$ cat config.mk
export PLATFORM = sky130hd
export DESIGN_NAME = scc_ctrl
export DESIGN_NICKNAME = d
export VERILOG_FILES = /design/src/rtl/scc_pkg.sv /design/src/rtl/scc_ctrl.sv
export SDC_FILE = /design/constraint.sdc
export NUM_CORES = 1
export LEC_CHECK = 0
export BUFFER_PORTS_ARGS = -buffer_cell sky130_fd_sc_hd__buf_2
export CAP_MARGIN = 20
export CORE_AREA = 2 2 39 41
export CTS_CLUSTER_DIAMETER = 150
export DETAILED_ROUTE_END_ITERATION = 12
export DIE_AREA = 0 0 41 43
export HOLD_SLACK_MARGIN = 0.05
export PLACE_DENSITY = 0.6
export REMOVE_ABC_BUFFERS = 1
export SYNTH_ARGS = -nofsm -noshare
export SYNTH_HDL_FRONTEND = slang
export SYNTH_SLANG_ARGS = --single-unit
$ cat constraint.sdc
create_clock -name clk -period 1.4 [get_ports clk]
set_input_delay 0.07 -clock clk [delete_from_list [all_inputs] [get_ports clk]]
set_output_delay 0.07 -clock clk [all_outputs]
set_load 0.01 [all_outputs]
$ cat src/rtl/scc_pkg.sv
// Shared types, codes and constants for the strong connectivity checker.
package scc_pkg;

    localparam int MAX_VERTICES = 64;

    localparam int OP_W  = 2;
    localparam int VID_W = 6;
    localparam int CFG_W = 7;
    localparam int IN_TDATA_W  = 16;
    localparam int OUT_TDATA_W = 8;

    localparam logic [CFG_W-1:0] VERTEX_COUNT_RESET = 7'd64;

    localparam logic [OP_W-1:0] OP_ADD_EDGE = 2'd0;
    localparam logic [OP_W-1:0] OP_CHECK    = 2'd1;
    localparam logic [OP_W-1:0] OP_CLEAR    = 2'd2;

    typedef enum logic [3:0] {
        ST_IDLE,
        ST_DECODE,
        ST_ADD_RD,
        ST_ADD_WR,
        ST_WALK_INIT,
        ST_POP,
        ST_STK_WAIT,
        ST_ROW_RD,
        ST_ROW_LOAD,
        ST_SCAN,
        ST_WALK_END,
        ST_DONE
    } state_t;

    typedef struct packed {
        logic capture;
        logic clear;
        logic add_rd;
        logic add_wr;
        logic walk_init;
        logic pop;
        logic load_cur;
        logic load_row;
        logic scan;
        logic walk_end;
        logic load_out;
    } cmd_t;

    typedef struct packed {
        logic [OP_W-1:0] op;
        logic            add_ok;
        logic            depth_zero;
        logic            scan_last;
        logic            all_reached;
        logic            reverse;
        logic            out_busy;
    } status_t;

endpackage

$ cat src/rtl/scc_ctrl.sv
// Controller state machine sequencing edge updates and the two graph walks.
module scc_ctrl (
    input  logic             clk,
    input  logic             rst_n,
    input  logic             in_valid,
    output logic             in_ready,
    input  scc_pkg::status_t st,
    output scc_pkg::cmd_t    cmd
);

    import scc_pkg::*;

    state_t state_reg;
    state_t state_next;

    always_ff @(posedge clk or negedge rst_n)
    begin
        if (!rst_n)
        begin
            state_reg <= ST_IDLE;
        end
        else
        begin
            state_reg <= state_next;
        end
    end

    always_comb
    begin
        state_next = state_reg;
        cmd        = '0;
        in_ready   = 1'b0;
        unique case (state_reg)
            ST_IDLE:
            begin
                in_ready = 1'b1;
                if (in_valid)
                begin
                    cmd.capture = 1'b1;
                    state_next  = ST_DECODE;
                end
            end
            ST_DECODE:
            begin
                unique case (st.op)
                    OP_ADD_EDGE: state_next = st.add_ok ? ST_ADD_RD : ST_IDLE;
                    OP_CHECK:    state_next = ST_WALK_INIT;
                    OP_CLEAR:
                    begin
                        cmd.clear  = 1'b1;
                        state_next = ST_IDLE;
                    end
                    default:     state_next = ST_IDLE;
                endcase
            end
            ST_ADD_RD:
            begin
                cmd.add_rd = 1'b1;
                state_next = ST_ADD_WR;
            end
            ST_ADD_WR:
            begin
                cmd.add_wr = 1'b1;
                state_next = ST_IDLE;
            end
            ST_WALK_INIT:
            begin
                cmd.walk_init = 1'b1;
                state_next    = ST_POP;
            end
            ST_POP:
            begin
                if (st.depth_zero)
                begin
                    state_next = ST_WALK_END;
                end
                else
                begin
                    cmd.pop    = 1'b1;
                    state_next = ST_STK_WAIT;
                end
            end
            ST_STK_WAIT:
            begin
                cmd.load_cur = 1'b1;
                state_next   = ST_ROW_RD;
            end
            ST_ROW_RD:
            begin
                state_next = ST_ROW_LOAD;
            end
            ST_ROW_LOAD:
            begin
                cmd.load_row = 1'b1;
                state_next   = ST_SCAN;
            end
            ST_SCAN:
            begin
                cmd.scan = 1'b1;
                if (st.scan_last)
                begin
                    state_next = ST_POP;
                end
            end
            ST_WALK_END:
            begin
                cmd.walk_end = 1'b1;
                state_next   = (!st.reverse && st.all_reached) ? ST_WALK_INIT : ST_DONE;
            end
            ST_DONE:
            begin
                if (!st.out_busy)
                begin
                    cmd.load_out = 1'b1;
                    state_next   = ST_IDLE;
                end
            end
            default:
            begin
                state_next = ST_IDLE;
            end
        endcase
    end

endmodule

# After elaboration in Yosys (flattened, before gate mapping)
# Cells that the tools add are included.
[op_classes]
eq_ne = 16
muxes = 24
n_reduce_logical = 5
[op_table]
columns = ["operator", "n"]
rows = [
  ["$pmux 4 s11", 1],
  ["$mux 4", 5],
  ["$eq 4x3->1 const B", 4],
  ["$eq 4x4->1 const B", 4],
  ["$mux 1", 16],
  ["$eq 4x2->1 const B", 2],
  ["$ne 2x2->1 const B", 3],
  ["$pmux 3 s2", 1],
  ["$eq 4x1->1 const B", 1],
  ["$logic_not 4->1", 1],
  ["$reduce_and 3->1", 1],
  ["$eq 2x1->1 const B", 1],
  ["$eq 2x2->1 const B", 1],
  ["$logic_not 2->1", 1],
  ["$mux 2", 1],
  ["$logic_and 1x1->1", 1],
  ["$logic_not 1->1", 1],
]
[word_totals]
register_bits = 4
in_bits = 11
output_inout_bits = 12

# Logic depth before layout (Yosys ltp)
# Gate-level depths: netlist (run 1).
[depth]
word_depth = 4
depth_mapped = 5

# Worst setup path before layout (run 1)
# Ideal clock, no wire load.
[synth_timing]
path_kind = "register to register"
from = "register state_reg[3]"
to = "register state_reg[0]"
setup_ps = 120
arrival_time_ps = 1311
path_slack_ps = -31
path_stages_with_launch = 6
n_path_buf = 2
cell_sequence = "dfrtp_1 -> buf_6 -> or2_1 -> clkbuf_2 -> or3_1 -> a41o_1"
[synth_between]
elab_chain_len = 3
[synth_rtl]
columns = ["item", "line", "text"]
rows = [
  ["start: declaration", "scc_ctrl.sv:13", "state_t state_reg;"],
  ["start signal: assignment", "scc_ctrl.sv:24", "state_reg <= state_next;"],
  ["$eq 4x4->1 or $logic_not 4->1 (tied branches)", "scc_ctrl.sv:33", "unique case (state_reg)"],
  ["$ne 2x2->1 (no source line)", "n/a", ""],
  ["$reduce_and 3->1 (no source line)", "n/a", ""],
]
# Several ways; a longest one is shown, not always the timed one.
# A chain may end at the register's enable or synchronous reset.

==> summary by stage, run 1 <==
Run status
The flow ran to the end, but the final reports show violations. The checks that failed: negative setup slack.

Global route
The largest net degree at the start of global routing is 14. The number of antenna violations at the first check in global routing is 0. The global routing usage summed across all routing layers is 0.209. After global routing the overflow that remains totals 0.

The wire length of the first global-routing pass is about 2500 um. The number of global-route vias before repair is approximately 510.

Synthesis
The number of enable flip-flop cells after synthesis is 0. The most common flop cell mapped by yosys is dfrtp_1. A synthesized cell averages ~7.5 um2. The share of synthesized area in the top cell type comes to 0.235. The share of the Yosys chip area taken by registers is 0.235. For this run, asynchronously set or reset flops after synthesis account for 1.00. The number of distinct library cells after synthesis is 32.

The total number of yosys warnings is 0. The cell area after synthesis is ~430 um2. Sorting the synthesized cells by area gives the leading types as dfrtp_1 (24%), nand2b_1 (7.4%), nor2_1 (6.2%), nor3_1 (5.9%), nor2b_1 (4.4%). The cell type with the highest aggregate area in the netlist is dfrtp_1.

Counting every instance in the synthesized netlist gives 57. The register bit count reported by yosys is 4.

Final layout
The fraction of layout cells with a size suffix above 1 is 0.633. Leaving out filler cells and counting taps, the final layout contains 114. The relative area change from synthesis to final layout is 92.9%. The flip-flop count of the largest register after layout is 4. The sequential cell area is approximately 100 um2. The multi-input combinational cell area is about 370 um2. The number of fill cells is 134.

The repair_antennas step left the layout with diodes totalling 0. The final net count is around 110.

Timing
Setup repair after global routing could not meet its margin everywhere. The final critical-path required period is approximately 1600 ps. For the pin with the worst max-slew slack, the measured transition is 307 ps. Headroom to the max-slew limit came out at 0.794.

The total of endpoints with negative setup slack in the final report is 9. The achievable frequency is 643 MHz. The slack of the critical path is -154 ps.

The number of max-slew violations in the final report is 0. Between clock sinks in the finished design, the worst skew comes to 0.452 ps. In the finished design, the share of the clock period the worst path needs comes to 1.11. The final count of hold timing violations was 0.

Floorplanning
For this configuration, the core starts out at a cell density of 0.307. The total number of placement rows is 14. Measured along the y axis, the die boundary spans about 43 um. The placeable core region is roughly 0.0014 mm2. The area of the die is between 0.0015 and 0.002 mm2. The total I/O pin count is 23. Measured along the x axis, the die boundary spans 41 um.

Worst setup path
The startpoint identified for the worst register-to-register timing path is state_reg[3]$_DFFE_PN0P_. Across all register-to-register paths, the minimum setup slack is -80 ps. The launching element type of the critical path is a register. The required time reported for the critical path endpoint is ~1300 ps.

The biggest fanout along the worst timing path is 7. The number of buffer and inverter instances along the worst setup path is 2. Among cell families on the critical path, the largest total delay comes from simple AND/OR/NAND/NOR gates.

Traced cell by cell, the critical path runs through or2_4 -> buf_6 -> nor3_4 -> and2_4 -> buf_6. The endpoint type of the worst setup path is an output pin. The most numerous cell type found on the critical path is buf_6. The arrival time at the worst endpoint is between 1000 and 1500 ps.

The cell with the largest stage delay on the worst path is dfrtp_2. The worst setup path is of the reg2out kind. The reg-to-reg critical path endpoint is state_reg[2]$_DFFE_PN0P_. Measured in cells, the most critical reg-to-reg path has a length of 5. For this run, the slowest stage of the critical path takes around 430 ps.

Drt
The count of unresolved DRC violations after routing is 0. The number of search-and-repair iterations in the first detailed-routing pass is 4. The average wire length per cell after detail routing is about 16 um. Using the TritonRoute via totals, the vias-per-cell ratio works out to between 5 and 6. The remaining antenna violation count after routing is 0. The aggregate routed wire length is 1840 um.

The final route contains about 600 vias. After the first detailed-routing iteration, the DRC count stood at 27.

Clocking
In this run the deepest clock path goes through 2 buffers. Clock-pin slew was measured on the worst setup and hold paths at 40 ps. CTS built an H-tree with a depth of 1. The root buffer cell is clkbuf_4. TritonCTS built the clock tree. The clock latency on the worst-skew pair is 240 ps. In this run, CTS created clock tree buffers numbering 3. The clock sink count is 4.

Place
At the placement stage, the worst setup path has a slack of -12.6 ps. The count of port buffers added during placement is 22. The post-placement cell count is 98. Summed over all nets, the half-perimeter wirelength after detailed placement is between 900 and 1000 um. At the end of routability-driven placement, the weighted congestion stood at between 0.7 and 0.8.

Pwr
The internal portion of total power is 1.13 mW. The power per unit of standard cell area is 2430 mW/mm2. Summed over all nets, the switching power comes to approximately 0.87 mW. The share of total power dissipated in sequential elements is 0.125. The peak ir drop on the vdd network is 0.841 mV. The share of total power dissipated in the clock network is 0.077. Of the total power, the share spent switching nets is 0.435.

For this design the static power due to leakage is 0.419 nW. The combinational share of power is 0.798.

Job
The tool flagged a number of max-cap violations equal to 0.

Hold path
The worst hold path terminates at state_reg[2]$_DFFE_PN0P_. The beginning of the worst hold path is st[4]. The path class of the tightest hold or removal check is in2reg. The number of cells on the worst hold path is 3.
==> logic make-up (layout without fill, tap and decap cells) <==
group                  count (synthesis)  in the layout  share of synthesized area
buffers and inverters                  7             48                     0.0853
AOI/OAI and AO/OA                     12             12                      0.221
DFF                                    4              4                      0.235
and+or+nand+nor                       34             34                      0.459
==> cells in the final DEF (no fill, tap or decap), types with 3 or more instances in the layout <==
cell and n:
buf_4 14, nor2_1 6, buf_2 22, buf_6 4
inv_1 3, nand2b_1 3, nor3_2 3, clkbuf_4 3
nor2b_1 3
==> what timing repair did <==
item,4_1_cts,5_1_grt
hold buffers,1,0
setup endpoints to repair,10,13
setup buffers,4,7
cloned,0,1
hold endpoints to repair,4,0
gates resized for setup,11,12
pin swaps,4,7
==> area by class of cell <==
cell class              count  area share
multi-input cells          46       0.456
repair buffers             42       0.354
flip-flops and latches      4       0.125
clock buffers               3      0.0274
well taps                  16      0.0244
inverters                   3      0.0137
==> metal layers <==
layer / GRT usage / share of wire / up-vias
li1: - / - / 292
met1: 0.265 / 0.42 / 262
met2: 0.303 / 0.49 / 28
met3: 0.0576 / 0.046 / 13
met4: 0.120 / 0.045 / 0
met5: 0 / 0 / -
==> tightest hold or removal path: stages <==
cell and delay, ps:
buf_2 90, or3_4 120, a311oi_1 80
==> how the worst max path moves through the flow <==
stage	from	to	slack (ps)	cells past startpoint
floorplan	state_reg[1]$_DFFE_PN0P_	state_reg[2]$_DFFE_PN0P_	-80	3
global placement	state_reg[2]$_DFFE_PN0P_	state_reg[0]$_DFFE_PN0P_	20	3
detailed placement	state_reg[3]$_DFFE_PN0P_	state_reg[2]$_DFFE_PN0P_	-10	3
CTS	state_reg[3]$_DFFE_PN0P_	cmd[10]	-140	5
global route	state_reg[3]$_DFFE_PN0P_	cmd[10]	-180	5
finish	state_reg[3]$_DFFE_PN0P_	cmd[10]	-150	5
==> stage by stage <==
step,total power [mW],setup TNS (ps),utilization,cell area [um2],hold slack [ps]
3_5_place_dp,1.14,-12.6,0.421,583,-113
2_1_floorplan,0.741,-79.5,-,400,-226
3_3_place_gp,1.13,0,0.421,583,-114
6_report,1.99,-668,0.593,821,154
5_1_grt,2.12,-1130,0.593,821,157
4_1_cts,1.58,-764,0.498,689,163
==> power groups by stage <==
stage	clock network, mW	logic [mW]	registers, mW
5_1_grt	0.165	1.70	0.256
2_1_floorplan	0	0.453	0.288
4_1_cts	0.157	1.19	0.234
3_3_place_gp	0	0.891	0.239
3_5_place_dp	0	0.893	0.244
6_report	0.154	1.59	0.250
==> synth_stat cells (2+ instances only) <==
| master | instances |
|---|---|
| nand2_1 | 2 |
| nor3_1 | 5 |
| nand2b_1 | 5 |
| inv_1 | 3 |
| nor2_1 | 7 |
| dfrtp_1 | 4 |
| or3_1 | 2 |
| a211o_1 | 2 |
| nor2b_1 | 3 |
| o21ai_0 | 2 |
Power figures use the tool's default switching activity.
==> run 2, diff against run 1 <==
- RECOVER_POWER: unset -> 50
==> summary by stage, run 2 (synthesized netlist as in run 1, its figures left out) <==
Final layout
The sequential cell area is 103 um2 (unchanged). The non-filler instance count after layout was 114 (unchanged). The multi-input combinational cell area is 374 um2 (unchanged). The flip-flop count of the largest register after layout was 4 (unchanged). The final net count is 111 (unchanged). The number of fill cells came to 134 (unchanged).

The utilization after layout was 0.592 (-0.000904). In the layout the commonest cells are buf_2 (21), buf_4 (14), nor2_1 (6). The relative area change from synthesis to final layout is 92.6%. The most frequent standard cell in the layout excluding fill and tap cells is buf_2.

The fraction of layout cells with a size suffix above 1 is 0.622 (-0.0102). The antenna diode count is 0 (unchanged).

Pwr
The power per unit of standard cell area is 2430 mW/mm2 (+0.17%). The total power of the final layout is 2.00 mW (about the same). The peak ir drop on the vdd network is 0.843 mV (+0.21%). The leakage power summed over all cells is 0.416 nW (-0.66%).

Drt
The detail-routed via count per cell is 5.22 (unchanged). The average wire length per cell after detail routing is 16.1 um (about the same). The aggregate routed wire length came to 1840 um (about the same). The remaining antenna violation count after routing is 0 (unchanged). The total via count in the routed design was 595 (unchanged).

The count of unresolved DRC violations after routing is 0 (unchanged). The number of design-rule violations left by the first detailed-router iteration was 27 (unchanged). The number of search-and-repair iterations in the first detailed-routing pass is 4 (unchanged).

Place
The detailed placement HPWL is 1000 um (unchanged). The placer's final routability congestion estimate came to 0.783 (unchanged). The post-placement cell count is 98 (unchanged). The count of port buffers added during placement was 22 (unchanged).

The worst slack at placement is -12.6 ps (unchanged).

Global route
The global routing usage summed across all routing layers is 0.209 (unchanged). The largest net degree at the start of global routing is 14 (unchanged). The number of antenna violations at the first check in global routing is 0 (unchanged).

The residual overflow from global routing is 0 (unchanged). The number of global-route vias before repair was 511 (unchanged). The wire length of the first global-routing pass is 2490 um (unchanged).

Clocking
The CTS H-tree depth is 1 (unchanged). The clock latency on the worst-skew pair is 240 ps (about the same). The root buffer cell is clkbuf_4. TritonCTS built the clock tree. The clock sink count was 4 (unchanged). The number of buffers on the longest clock path came to 2 (unchanged). The number of clock buffers inserted by TritonCTS is 3 (unchanged). The clock transition at the register clock pins on the worst setup and hold paths after CTS is 40 ps (about the same).

Worst setup path
The largest incremental delay on the critical path is 430 ps (about the same). The arrival time at the worst endpoint is 1480 ps (about the same). The worst setup path is captured at an output pin. The number of buffer and inverter instances along the worst setup path is 2 (unchanged). The biggest fanout along the worst timing path was 7 (unchanged). The cell type group with the largest total delay on the critical path is simple AND/OR/NAND/NOR gates. The cell with the largest stage delay on the worst path is dfrtp_2. The classification of the worst setup path is reg2out. The most prevalent standard cell on the critical path is buf_6. Walking the worst path, the cells encountered are or2_4 -> buf_6 -> nor3_4 -> and2_4 -> buf_6. The launching element type of the critical path is a register. The required time reported for the critical path endpoint was 1330 ps (about the same).

Timing
The final count of hold timing violations is 0 (unchanged). The final period utilization is 1.11 (-0.00209). The total of endpoints with negative setup slack in the final report came to 9 (unchanged). The slack of the critical path is -151 ps (+2.93 ps).

Setup repair after global routing could not meet its margin everywhere. The achievable frequency is 645 MHz (+0.19%). The number of max-slew violations in the final report is 0 (unchanged). The slew at the pin closest to its max-slew limit was 322 ps (+15.5 ps). The final setup skew is 0.256 ps (-0.196 ps). The final critical-path required period is 1550 ps (-2.93 ps). The max-slew headroom at the worst pin came to 0.783 (-0.0104).

Floorplanning
The height of the die is 43 um (unchanged). The total number of placement rows is 14 (unchanged). The die outline width was 41 um (unchanged). The effective utilization at floorplan was 0.307 (unchanged).

The total I/O pin count is 23 (unchanged). The placeable core region was 0.00138 mm2 (unchanged). The area of the die is 0.00176 mm2 (unchanged).

Job
The max capacitance violation total is 0 (unchanged).

Run status
The final reports fail on negative setup slack. The flow ran to the end, but the final reports show violations.

Hold path
The tightest min-delay check is of the in2reg type.
## run 2: path summary, 6_finish.rpt
kind / start / end / slack, ps / depth (start not counted)
worst max-delay path: state_reg[3]$_DFFE_PN0P_ / cmd[10] / -150 / 5
worst min-delay path: st[4] / state_reg[2]$_DFFE_PN0P_ / 150 / 3
worst max register to register: state_reg[3]$_DFFE_PN0P_ / state_reg[2]$_DFFE_PN0P_ / -70 / 5
worst min register to register: state_reg[3]$_DFFE_PN0P_ / state_reg[1]$_DFFE_PN0P_ / 730 / 2
max in group asynchronous: rst_n / state_reg[2]$_DFFE_PN0P_ / 970 / 2
min in group asynchronous: rst_n / state_reg[1]$_DFFE_PN0P_ / 200 / 2
## run 2: tightest hold or removal path: stages
cell and delay (ps):
buf_2 90, or3_4 120, a311oi_1 80
## run 2: final cells by class
| class | instances | share of cell area |
|---|---|---|
| inverters | 3 | 0.0137 |
| well taps | 16 | 0.0244 |
| clock buffers | 3 | 0.0275 |
| flip-flops and latches | 4 | 0.125 |
| repair buffers | 42 | 0.353 |
| multi-input cells | 46 | 0.456 |
## run 2: stage by stage
step | setup TNS, ps | instance area (um2) | hold WS [ps]
2_1_floorplan | -79.5 | 400 | -226
3_3_place_gp | 0 | 583 | -114
3_5_place_dp | -12.6 | 583 | -113
4_1_cts | -764 | 689 | 163
5_1_grt | -1130 | 820 | 157
6_report | -657 | 820 | 154
## run 2: layer usage
layer / vias to the layer above / share of wire / GRT usage / wire length [um]
met5: - / 0 / 0 / 0
met4: 0 / 0.045 / 0.120 / 82
met3: 11 / 0.057 / 0.0576 / 105
met2: 32 / 0.48 / 0.303 / 887
met1: 261 / 0.41 / 0.265 / 760
li1: 291 / - / - / -
## run 2: power breakdown
group	switching [mW]	internal (mW)	total [mW]
combinational	0.742	0.850	1.59
clock	0.0570	0.0966	0.154
sequential	0.0693	0.180	0.249
total	0.869	1.13	2.00
## run 2: what timing repair did
| action | 4_1_cts | 5_1_grt |
|---|---|---|
| pin swaps | 4 | 7 |
| hold buffers | 1 | 0 |
| endpoints found under the setup margin | 10 | 13 |
| endpoints found under the hold margin | 4 | 0 |
| cloned | 0 | 1 |
| resized for setup | 11 | 12 |
| setup buffers | 4 | 7 |
